### config.mk
export PLATFORM = sky130hd
export DESIGN_NAME = stepper_gauge_positioner_unit
export DESIGN_NICKNAME = d
export VERILOG_FILES = /design/src/sv/sgp_pkg.sv /design/src/sv/stepper_gauge_positioner_unit.sv
export SDC_FILE = /design/constraint.sdc
export NUM_CORES = 1
export LEC_CHECK = 0
export ABC_AREA = 0
export BUFFER_PORTS_ARGS = -buffer_cell sky130_fd_sc_hd__clkbuf_2
export CORE_MARGIN = 4
export CORE_UTILIZATION = 50
export DETAILED_ROUTE_END_ITERATION = 8
export PLACE_DENSITY = 0.68
export SLEW_MARGIN = 20
export SYNTH_ARGS = -nofsm -noshare
export SYNTH_HDL_FRONTEND = slang
export SYNTH_SLANG_ARGS = --single-unit
### constraint.sdc
create_clock -name clk -period 15.1 [get_ports clk]
set_clock_uncertainty 0.2 [all_clocks]
set_input_delay 1.51 -clock clk [delete_from_list [all_inputs] [get_ports clk]]
set_output_delay 1.51 -clock clk [all_outputs]
set_load 0.005 [all_outputs]
### src/sv/sgp_pkg.sv
// Package for the stepper gauge positioner: sizes, register map, command codes
// and the full-step coil table. No dependencies.
package sgp_pkg;

	localparam int POSITION_BITS = 16;
	localparam int READING_BITS  = 12;

	localparam int RATIO_BITS = 24;
	localparam int FRAC_BITS  = 16;
	localparam logic [RATIO_BITS-1:0] RATIO_RESET = 24'd182409;

	localparam int APB_ADDR_BITS = 3;
	localparam int APB_DATA_BITS = 32;
	localparam logic [0:0] REG_IDX_RATIO = 1'b0;

	typedef enum logic {
		CMD_TICK       = 1'b0,
		CMD_SET_TARGET = 1'b1
	} cmd_t;

	// Two-phase full-step sequence
	function automatic logic [3:0] coil_lookup(input logic [1:0] phase);
		logic [3:0] pat;
		case (phase)
			2'd0:    pat = 4'b1100;
			2'd1:    pat = 4'b0110;
			2'd2:    pat = 4'b0011;
			default: pat = 4'b1001;
		endcase
		return pat;
	endfunction

endpackage

### src/sv/stepper_gauge_positioner_unit.sv
// Stepper gauge positioner top level: target scaling, step sequencing, APB ratio register.
// Depends on sgp_pkg.
//
//  channel   dir  handshake                  payload
//  s_axis    in   s_axis_tvalid/tready       tuser: cmd; tdata: target_reading
//  m_axis    out  m_axis_tvalid/tready       tdata: coil_pattern..at_target
//  apb       in   psel/penable/pready        paddr, pwdata, pwrite, prdata
//
// One request per cycle unless the output stalls; input register, then result register.
// The 12x24 multiply, saturate and step compare sit between those two registers.
// Position, target and phase update in the cycle the request leaves the input register.
// A stalled output holds both registers; s_axis_tready falls only when both are full.
// arst_n clears valids and state and loads the ratio register with its reset value.
module stepper_gauge_positioner_unit #(
	parameter int POSITION_BITS = sgp_pkg::POSITION_BITS,
	parameter int READING_BITS  = sgp_pkg::READING_BITS,
	localparam int IN_BYTES   = (READING_BITS + 7) / 8,
	localparam int OUT_BYTES  = (POSITION_BITS + 7 + 7) / 8
) (
	input  logic                             clk,
	input  logic                             arst_n,

	input  logic                             s_axis_tvalid,
	output logic                             s_axis_tready,
	input  logic [8*IN_BYTES-1:0]            s_axis_tdata,  // target_reading
	input  logic                             s_axis_tuser,  // cmd

	output logic                             m_axis_tvalid,
	input  logic                             m_axis_tready,
	// coil_pattern[3:0], stepped, step_backward, needle_position, at_target, zero pad
	output logic [8*OUT_BYTES-1:0]           m_axis_tdata,

	input  logic                             psel,
	input  logic                             penable,
	input  logic                             pwrite,
	input  logic [sgp_pkg::APB_ADDR_BITS-1:0] paddr,
	input  logic [sgp_pkg::APB_DATA_BITS-1:0] pwdata,
	output logic [sgp_pkg::APB_DATA_BITS-1:0] prdata,
	output logic                             pready
);

	localparam int PROD_BITS = READING_BITS + sgp_pkg::RATIO_BITS;
	localparam int STEP_BITS = PROD_BITS - sgp_pkg::FRAC_BITS;
	localparam int EXT_BITS  = (STEP_BITS > POSITION_BITS) ? STEP_BITS : POSITION_BITS;
	localparam int RES_BITS  = POSITION_BITS + 7;

	// ---------------- configuration ----------------
	logic [sgp_pkg::RATIO_BITS-1:0] ratio_q;
	logic                           reg_sel;

	assign pready  = 1'b1;
	assign reg_sel = (paddr[2] == sgp_pkg::REG_IDX_RATIO);
	assign prdata  = reg_sel ? sgp_pkg::APB_DATA_BITS'(ratio_q) : '0;

	always_ff @(posedge clk or negedge arst_n) begin
		if (!arst_n) begin
			ratio_q <= sgp_pkg::RATIO_RESET;
		end else if (psel && penable && pwrite && pready && reg_sel) begin
			ratio_q <= pwdata[sgp_pkg::RATIO_BITS-1:0];
		end
	end

	// ---------------- input register ----------------
	logic                     valid_s1;
	sgp_pkg::cmd_t            cmd_s1;
	logic [READING_BITS-1:0]  reading_s1;
	logic                     advance;

	assign advance       = valid_s1 && (!m_axis_tvalid || m_axis_tready);
	assign s_axis_tready = !valid_s1 || advance;

	always_ff @(posedge clk or negedge arst_n) begin
		if (!arst_n) begin
			valid_s1 <= 1'b0;
		end else if (s_axis_tready) begin
			valid_s1 <= s_axis_tvalid;
		end
	end

	always_ff @(posedge clk) begin
		if (s_axis_tready && s_axis_tvalid) begin
			cmd_s1     <= sgp_pkg::cmd_t'(s_axis_tuser);
			reading_s1 <= s_axis_tdata[READING_BITS-1:0];
		end
	end

	// ---------------- step logic ----------------
	logic [POSITION_BITS-1:0] position_q, target_q;
	logic [1:0]               phase_q;

	logic [PROD_BITS-1:0]     product;
	logic [EXT_BITS-1:0]      steps_ext;
	logic [EXT_BITS-1:0]      pos_max_ext;
	logic [POSITION_BITS-1:0] target_scaled;
	logic [POSITION_BITS-1:0] position_nx, target_nx;
	logic [1:0]               phase_nx;
	logic                     stepped_nx, backward_nx;

	assign product     = PROD_BITS'(reading_s1) * PROD_BITS'(ratio_q);
	assign steps_ext   = EXT_BITS'(product[PROD_BITS-1:sgp_pkg::FRAC_BITS]);
	assign pos_max_ext = EXT_BITS'({POSITION_BITS{1'b1}});
	assign target_scaled = (steps_ext > pos_max_ext) ? {POSITION_BITS{1'b1}}
	                                                 : steps_ext[POSITION_BITS-1:0];

	always_comb begin
		position_nx = position_q;
		target_nx   = target_q;
		phase_nx    = phase_q;
		stepped_nx  = 1'b0;
		backward_nx = 1'b0;
		case (cmd_s1)
			sgp_pkg::CMD_SET_TARGET: begin
				target_nx = target_scaled;
			end
			default: begin
				if (position_q < target_q) begin
					position_nx = position_q + 1'b1;
					phase_nx    = phase_q + 2'd1;
					stepped_nx  = 1'b1;
				end else if (position_q > target_q) begin
					position_nx = position_q - 1'b1;
					phase_nx    = phase_q - 2'd1;
					stepped_nx  = 1'b1;
					backward_nx = 1'b1;
				end
			end
		endcase
	end

	always_ff @(posedge clk or negedge arst_n) begin
		if (!arst_n) begin
			position_q <= '0;
			target_q   <= '0;
			phase_q    <= '0;
		end else if (advance) begin
			position_q <= position_nx;
			target_q   <= target_nx;
			phase_q    <= phase_nx;
		end
	end

	// ---------------- result register ----------------
	logic [RES_BITS-1:0] result_q;

	always_ff @(posedge clk or negedge arst_n) begin
		if (!arst_n) begin
			m_axis_tvalid <= 1'b0;
		end else if (!m_axis_tvalid || m_axis_tready) begin
			m_axis_tvalid <= valid_s1;
		end
	end

	always_ff @(posedge clk) begin
		if (advance) begin
			result_q <= {(position_nx == target_nx), position_nx, backward_nx, stepped_nx,
			             sgp_pkg::coil_lookup(phase_nx)};
		end
	end

	assign m_axis_tdata = (8*OUT_BYTES)'(result_q);

endmodule
After elaboration in Yosys (flattened, before gate mapping)
Cells that the tools add are included.
{"block": "totals", "regBits": 96, "elab_cells": 46, "input_bits": 59}
{"block": "op_classes", "muxes": 12, "bitwise": 1, "multipliers": 1, "n_reduce_logical": 11, "n_eq_ne": 3, "n_addsub": 4, "order_cmp": 3}
{"op": "two-way mux 16 bit", "n": 5}
{"op": "multiplier 12 x 24 -> 36 bit", "n": 1}
{"op": "two-way mux 24 bit", "n": 1}
{"op": "greater-than comparator 20 x 16 -> 1 bit, second input constant", "n": 1}
{"op": "adder 16 x 1 -> 16 bit, second input constant", "n": 1}
{"op": "== test 16 bit", "n": 1}
{"op": "greater-than comparator 16 bit", "n": 1}
{"op": "< comparator 16 bit", "n": 1}
{"op": "subtractor 16 x 1 -> 16 bit, second input constant", "n": 1}
{"op": "one-hot mux 4 bit (3 select lines)", "n": 1}
{"op": "two-way mux 2 bit", "n": 3}
{"op": "logical AND 1 bit", "n": 5}
{"op": "adder 2 x 1 -> 2 bit, second input constant", "n": 1}
{"op": "== test 2 x 1 -> 1 bit, second input constant", "n": 1}
{"op": "== test 2 bit, second input constant", "n": 1}
{"op": "logical NOT 1 bit", "n": 2}
{"op": "logical NOT 2 bit", "n": 1}
{"op": "logical OR 1 bit", "n": 2}
{"op": "two-way mux 1 bit", "n": 2}
{"op": "OR reduction 2 bit", "n": 1}
{"op": "subtractor 2 x 1 -> 2 bit, second input constant", "n": 1}
{"op": "NOT 1 bit", "n": 1}

Depth between registers and ports, before layout
Gate-level depths: netlist of the first run.
{"block": "depth", "depth_word": 6, "mapped_depth": 23, "mapped_depth_nobuf": 22}

Worst setup path before layout of the first run
Ideal clock, no wire load.
{"block": "synth_path", "path_type": "register -> register", "startpoint": "reg ratio_q[3] in the netlist's numbering", "endpoint": "reg result_q[22], data pin", "period_less_slack_ps": 6804, "setup_ps": 190, "path_stages_with_launch": 20, "setup_slack_ps": 8296, "arrival_ps": 6414, "cell_sequence": "dfstp_2 -> clkbuf_1 -> and2_1 -> fa_1 -> fa_1 -> fa_1 -> fa_1 -> inv_1 -> fa_1 -> inv_1 -> ha_1 -> and4_1 -> and3_1 -> a211oi_1 -> o2111a_1 -> o21ai_1 -> a311oi_1 -> o211ai_1 -> or4_1 -> a2111oi_2"}
{"block": "synth_between", "elab_chain_len": 5}
{"element": "start, declared", "line_no": "stepper_gauge_positioner_unit.sv:48", "rtl": "logic [sgp_pkg::RATIO_BITS-1:0] ratio_q;"}
{"element": "start signal, assigned", "line_no": "stepper_gauge_positioner_unit.sv:57", "rtl": "ratio_q <= sgp_pkg::RATIO_RESET;"}
{"element": "start signal, assigned", "line_no": "stepper_gauge_positioner_unit.sv:59", "rtl": "ratio_q <= pwdata[sgp_pkg::RATIO_BITS-1:0];"}
{"element": "multiplier 12 x 24 -> 36 bit (*)", "line_no": "stepper_gauge_positioner_unit.sv:99", "rtl": "assign product = PROD_BITS'(reading_s1) * PROD_BITS'(ratio_q);"}
{"element": "greater-than comparator 20 x 16 -> 1 bit", "line_no": "stepper_gauge_positioner_unit.sv:102", "rtl": "assign target_scaled = (steps_ext > pos_max_ext) ? {POSITION_BITS{1'b1}}"}
{"element": "two-way mux 16 bit (*)", "line_no": "stepper_gauge_positioner_unit.sv:102"}
{"element": "two-way mux 16 bit (*)", "line_no": "stepper_gauge_positioner_unit.sv:111", "rtl": "case (cmd_s1)"}
{"element": "== test 16 bit (*)", "line_no": "stepper_gauge_positioner_unit.sv:155", "rtl": "result_q <= {(position_nx == target_nx), position_nx, backward_nx, stepped_nx,"}
{"element": "end signal, assigned", "line_no": "stepper_gauge_positioner_unit.sv:155"}
{"element": "end, declared", "line_no": "stepper_gauge_positioner_unit.sv:143", "rtl": "logic [RES_BITS-1:0] result_q;"}
Mark *: on every way between the ends. The rest lies on a longest branch, timed or not.
A chain may end at the register's enable or synchronous reset.

Worst setup path after layout of the first run
{"block": "layout_path", "startpoint": "reg reading_s1[11]", "endpoint": "reg result_q[22], data pin"}
{"block": "layout_between", "elab_chain_len": 5}
{"element": "start, declared", "line_no": "stepper_gauge_positioner_unit.sv:66", "rtl": "logic [READING_BITS-1:0] reading_s1;"}
{"element": "start signal, assigned", "line_no": "stepper_gauge_positioner_unit.sv:83", "rtl": "reading_s1 <= s_axis_tdata[READING_BITS-1:0];"}
{"element": "multiplier 12 x 24 -> 36 bit (*)", "line_no": "stepper_gauge_positioner_unit.sv:99"}
{"element": "greater-than comparator 20 x 16 -> 1 bit", "line_no": "stepper_gauge_positioner_unit.sv:102"}
{"element": "two-way mux 16 bit (*)", "line_no": "stepper_gauge_positioner_unit.sv:102"}
{"element": "two-way mux 16 bit (*)", "line_no": "stepper_gauge_positioner_unit.sv:111"}
{"element": "== test 16 bit (*)", "line_no": "stepper_gauge_positioner_unit.sv:155"}
Marked as above.

==> out/qor.yml, run 1 <==
setup_path:
  end_kind: "flop"
  startpoint_type: "flop"
  cp.arrival_ns: 7.90
  worstRegToRegCells: 19
  regToRegSetupSlack_ns: 7.13
  worstPathRequired_ns: 15.03
  critical_path_peak_fanout: 24
  crit_type: "flop to flop"
  timing.rr.start: "reading_s1[11]"
  rr_endpoint: "result_q[22]"
layout:
  fillerInstances: 2616
  area_delta_synth_final_pct: 6.22
  layout.nets: 2055
  diodes: 0
  finalNonFillerCells: 2074
  utilization_pct: 54.3
  drive_above_1_share_pct: 10.2
synthesis:
  synth_common_cells: "inv_1, nand2_1, fa_1"
  synth_most_common_cell: "inv_1"
  synth_cell_type_count: 87
  synth_largest_area_cell: "fa_1"
  yosysWarnings: 0
  ys_async_sr_fraction_pct: 62.5
  synth_area_leaders: "fa_1, dfrtp_1, ha_1"
  ys_ff_latch: 96
  synth.top_cell.area_share_pct: 29.7
  synth_edf_count: 36
  syn_inst: 1659
  syn_area_per_cell_um2: 8.91
  yosysSeqAreaShare_pct: 17.5
  synthFlopType: "dfrtp_1"
  mappedNetlistArea_um2: 14800
global_routing:
  overflow: 0
  grt_pass1_vias: 12606
  grt_pass1_wl_um: 63800
  grtUsageMet3_pct: 3.29
  grtUsageMet2_pct: 40.2
  grt-busiest-layer: "met2"
  grt_max_degree: 61
  met1_usage_pct: 32.9
  track_usage_pct: 24.0
  antenna_found_initial: 0
clocking:
  numCtsBuffers: 9
  cts_max_level: 3
  clk_pin_slew_worst_paths_ns: 0.08
  cts.sinks: 96
  clk_latency_ns: 0.37
  cts_hold_buf: 0
  clk_path_buf_depth: 2
  cts_tree: "done"
  root_buffer: "clkbuf_16"
  cts_resized: 0
  post-cts-setup-buffers: 0
placement:
  dp.cells: 2058
  place_hpwl_um: 29200
  gp_congestion: 0.952
  port_buffers: 93
worst_hold_path:
  min_path_type: "flop to flop"
  hold_path_end: "m_axis_tvalid"
  min_from: "valid_s1"
  min_path_cells: 1
timing:
  finalSetupViolations: 0
  period_needed_ns: 7.97
  max_slew.worst_pin.slew_ns: 1.05
  tns_ns: 0
  rsz0062_at_grt: "no"
  achievable-frequency_mhz: 125
  relSlewSlack_pct: 29.4
  final.period_utilization_pct: 52.8
  final-hold-violation-count: 0
  slew_viol_final: 0
die:
  die_area_um2: 32400
  core_area_um2: 28900
  io_pins: 118
  rows: 62
  initial_utilization_pct: 51.1
  die_y_um: 180
  die_x_um: 180
detailed_routing:
  firstDrtPassIters: 7
  vias: 11910
  wl_per_cell_um: 18.1
  drtIter0Drc: 967
  totalWireLength_um: 37400
  ant_nets: 0
  vias_per_cell: 5.74
  drcViolationCount: 0
run:
  maxCapViolations: 0
run_status:
  status: "finished clean"
## state kept, by name, indices dropped and copies added, names as in the netlist
register,flops
valid_s1,1
reading_s1,12
phase_q,2
m_axis_tvalid,1
target_q,16
ratio_q,24
cmd_s1,1
result_q,23
position_q,16
## per-layer routing
layer / share of wire [%] / wire, um
met5: 0 / 0
met4: 2.3 / 872
met3: 6.7 / 2520
met2: 48 / 18000
met1: 43 / 16100
## worst max-delay path, stage by stage (launching register included)
cell and delay [ns]:
edfxtp_1 0.93, and2_1 0.25, fa_1 0.44, fa_1 0.52, fa_1 0.53, fa_1 0.54, inv_1 0.05, fa_1 0.52
inv_1 0.04, ha_1 0.46, nand4_1 0.16, a2111oi_0 0.33, o21ai_0 0.28, a211oi_1 0.56, nor2_1 0.16, xor2_1 0.22
a222oi_1 0.37, nand4_1 0.15, or4_1 0.52, a2111oi_2 0.48
## layout make-up
type / instances / area [um^2] / share of cell area (%)
clock buffer: 10 / 229 / 1.46
clock inverter: 6 / 56.3 / 0.359
inverter: 279 / 1050 / 6.67
multi-input combinational: 1195 / 10800 / 68.5
sequential: 96 / 2590 / 16.5
tap: 384 / 480 / 3.06
timing repair buffer: 104 / 548 / 3.49
## placed cells by master, fill, tap and decap left out, types with 6 or more instances in the layout
master	instances
a211oi_1	7
a21o_1	8
a21oi_1	53
a31oi_1	7
and2_1	95
and3_1	10
and4_1	9
buf_4	11
clkbuf_16	9
clkbuf_2	92
conb_1	10
dfrtp_1	53
dfstp_2	7
edfxtp_1	36
fa_1	219
ha_1	92
inv_1	278
mux2_2	24
mux2i_1	9
nand2_1	255
nand2b_1	9
nand3_1	18
nand4_1	17
nor2_1	60
nor2b_1	31
nor3_1	22
nor4_1	6
o2111ai_1	6
o211ai_1	13
o21ai_0	43
o22a_1	7
or2_2	7
or3_1	9
xnor2_1	32
xor2_1	17
## cells by family after synthesis
family	after synthesis	synth area share, %
other	2	0.0508
multiplexers	34	2.59
buffers and inverters	376	9.95
flip-flops	96	17.5
AO/OA/AOI/OAI	224	10.6
adder cells (fa/ha/maj)	311	37.4
XOR/XNOR	50	3.01
AND/OR/NAND/NOR	566	18.8
## worst max-delay path by stage
stage / start / endpoint / slack (ns) / cells past startpoint
after floorplan: ratio_q[3] / result_q[22] / 8.30 / 19
after global placement: reading_s1[10] / result_q[22] / 7.21 / 19
after detailed placement: reading_s1[10] / result_q[22] / 7.20 / 19
after CTS: reading_s1[10] / result_q[22] / 7.14 / 19
after global routing: reading_s1[9] / result_q[22] / 6.69 / 19
final: reading_s1[11] / result_q[22] / 7.13 / 19
## stage by stage
| stage | setup slack, ns | instance area (um^2) | hold slack (ns) |
|---|---|---|---|
| 3_3_place_gp | 7.21 | 15400 | 0.271 |
| 5_1_grt | 6.69 | 15700 | 0.332 |
| 6_report | 7.13 | 15700 | 0.293 |
| 2_1_floorplan | 8.30 | 14800 | 0.257 |
| 4_1_cts | 7.14 | 15700 | 0.294 |
| 3_5_place_dp | 7.20 | 15400 | 0.283 |
Power of run 1 is not shown: default switching activity piles up to over one toggle a cycle in this logic, so the estimate is an artifact.
==> inputs of run 2 (changes only) <==
--- a/config.mk
+++ b/config.mk
@@ -10,7 +10,7 @@
 export CORE_MARGIN = 4
 export CORE_UTILIZATION = 50
 export DETAILED_ROUTE_END_ITERATION = 8
-export PLACE_DENSITY = 0.68
+export PLACE_DENSITY = 0.71
 export SLEW_MARGIN = 20
 export SYNTH_ARGS = -nofsm -noshare
 export SYNTH_HDL_FRONTEND = slang
==> constraint.sdc (replaced) <==
create_clock -name clk -period 6.8 [get_ports clk]
set_clock_uncertainty 0.2 [all_clocks]
set_input_delay 0.68 -clock clk [delete_from_list [all_inputs] [get_ports clk]]
set_output_delay 0.68 -clock clk [all_outputs]
set_load 0.005 [all_outputs]
==> run 2 against run 1 <==
- critical path depth up 2
- hold slack worse by 0.029 ns
- non-clock buffer count up 171
- fmax up 19%
- core utilization up 7.3 points
- clock-buffer cell count down 1
- register-to-register slack worse by 7.0 ns
- first-iteration DRC count up 11%
- die area unchanged
- sequential cell count unchanged
- sequential share of layout area down 1.9 points
==> out/qor.yml, run 2 (synthesis gave the netlist of run 1 again) <==
run_status:
  status: "finished clean"
setup_path:
  slowest_stage: "dfstp_2"
  crit_path_frequent_cell: "fa_1"
  worstRegToRegCells: 21
  end_kind: "flop"
  path_delay_family: "adder cells"
  worst-path-stages: 21
  crit_buf_inv: 4
  worstPathRequired_ns: 6.79
  max_stage_delay_ns: 0.62
  startpoint_type: "flop"
  critical_path_peak_fanout: 5
  crit_type: "flop to flop"
  cp.arrival_ns: 6.68
  path_cells: "buf_12 > buf_4 > nand2_1 > fa_1 > fa_1 > fa_1 > inv_1 > fa_1 > fa_1 > ha_4 > buf_4 > and4_4 > and3_4 > a211oi_4 > o2111a_2 > o21ai_4 > xnor2_2 > a22o_1 > a221o_1 > or4_4 > a2111oi_4"
die:
  initial_utilization_pct: 51.1
  die_y_um: 180
  io_pins: 118
  rows: 62
  die_area_um2: 32400
  core_area_um2: 28900
  die_x_um: 180
clocking:
  clk_latency_ns: 0.39
  cts_tree: "done"
  clk_pin_slew_worst_paths_ns: 0.09
  root_buffer: "clkbuf_16"
  numCtsBuffers: 9
  cts_hold_buf: 0
  clk_path_buf_depth: 2
  cts.sinks: 96
  cts_max_level: 3
layout:
  utilization_pct: 61.6
  finalNonFillerCells: 2245
  layout.nets: 2226
  diodes: 0
  drive_above_1_share_pct: 24.0
  largest_reg_flops: 24
  top_regs: "ratio_q x24, result_q x23"
  most-common-layout-cells: "inv_1, nand2_1, fa_1, buf_4, clkbuf_2"
  area_delta_synth_final_pct: 20.5
  layout_commonest_cell: "inv_1"
  regMostFlops: "ratio_q"
detailed_routing:
  drcViolationCount: 0
  ant_nets: 0
  wl_met2_um: 20100
  drtIter0Drc: 1069
  met1_length_um: 17200
  routed-wl-met3_um: 2720
  highest_layer: "met4"
  totalWireLength_um: 41200
  wl_per_cell_um: 18.3
  vias_per_cell: 5.61
  vias: 12603
  firstDrtPassIters: 6
timing:
  tns_ns: 0
  rsz0062_at_grt: "yes"
  max_slew.worst_pin.slew_ns: 0.978
  final.period_utilization_pct: 98.4
  final-hold-violation-count: 0
  finalSetupViolations: 0
  relSlewSlack_pct: 34.8
  slew_viol_final: 0
  period_needed_ns: 6.69
  achievable-frequency_mhz: 149
  fin_ws_ns: 0.111
placement:
  dp.cells: 2196
  port_buffers: 93
  place_hpwl_um: 31600
  pre_cts_ws_ns: -0.407
  gp_congestion: 0.964
global_routing:
  grt_pass1_vias: 13137
  antenna_found_initial: 0
  overflow: 0
  grt_pass1_wl_um: 66700
  track_usage_pct: 25.3
  grt_max_degree: 61
worst_hold_path:
  min_path_type: "input port to flop"
  min_path_cells: 1
run:
  maxCapViolations: 0
[run 2: changes by cell type in the layout (fill, tap and decap cells not counted), moves of 13 or more]
cell   change
buf_4    +141
buf_6     +15
ha_1      -14
ha_4      +13
[run 2: path summary, 6_finish.rpt]
path	start	endpoint	slack, ns
setup reg to reg	ratio_q[7]	result_q[22]	0.11
hold / removal	s_axis_tdata[2]	reading_s1[2]	0.26
hold reg to reg	valid_s1	m_axis_tvalid	0.30
max in group asynchronous	arst_n	ratio_q[8]	5.48
min in group asynchronous	arst_n	ratio_q[18]	0.30
setup / recovery	ratio_q[7]	result_q[22]	0.11
[run 2: what timing repair did]
item / CTS / global route
setup buffers: 1 / 32
pin swaps: 15 / 101
endpoints found under the setup margin: 13 / 17
cloned: 0 / 2
endpoints found under the hold margin: 0 / 0
resized for setup: 20 / 132
[run 2: layer usage]
| metal | up-vias | track usage [%] |
|---|---|---|
| met2 | 471 | 42.1 |
| met4 | 0 | 8.32 |
| li1 | 5723 | - |
| met1 | 6339 | 33.7 |
| met5 | - | 0 |
| met3 | 70 | 4.45 |
[run 2: cell type report]
cell class,count,area [um^2]
Fill cell,2385,11100
Inverter,279,1050
Clock buffer,9,225
Sequential cell,96,2600
Tap cell,384,480
Multi-Input combinational cell,1195,11300
Clock inverter,7,72.6
Timing Repair Buffer,275,2080
[run 2: per-stage QoR]
| step | area [um^2] | hold slack (ns) |
|---|---|---|
| after floorplan | 14800 | 0.184 |
| after global placement | 16500 | 0.275 |
| after detailed placement | 16500 | 0.287 |
| after CTS | 16900 | 0.250 |
| after global routing | 17800 | 0.263 |
| final | 17800 | 0.264 |
Power of run 2 is left out for the same reason.
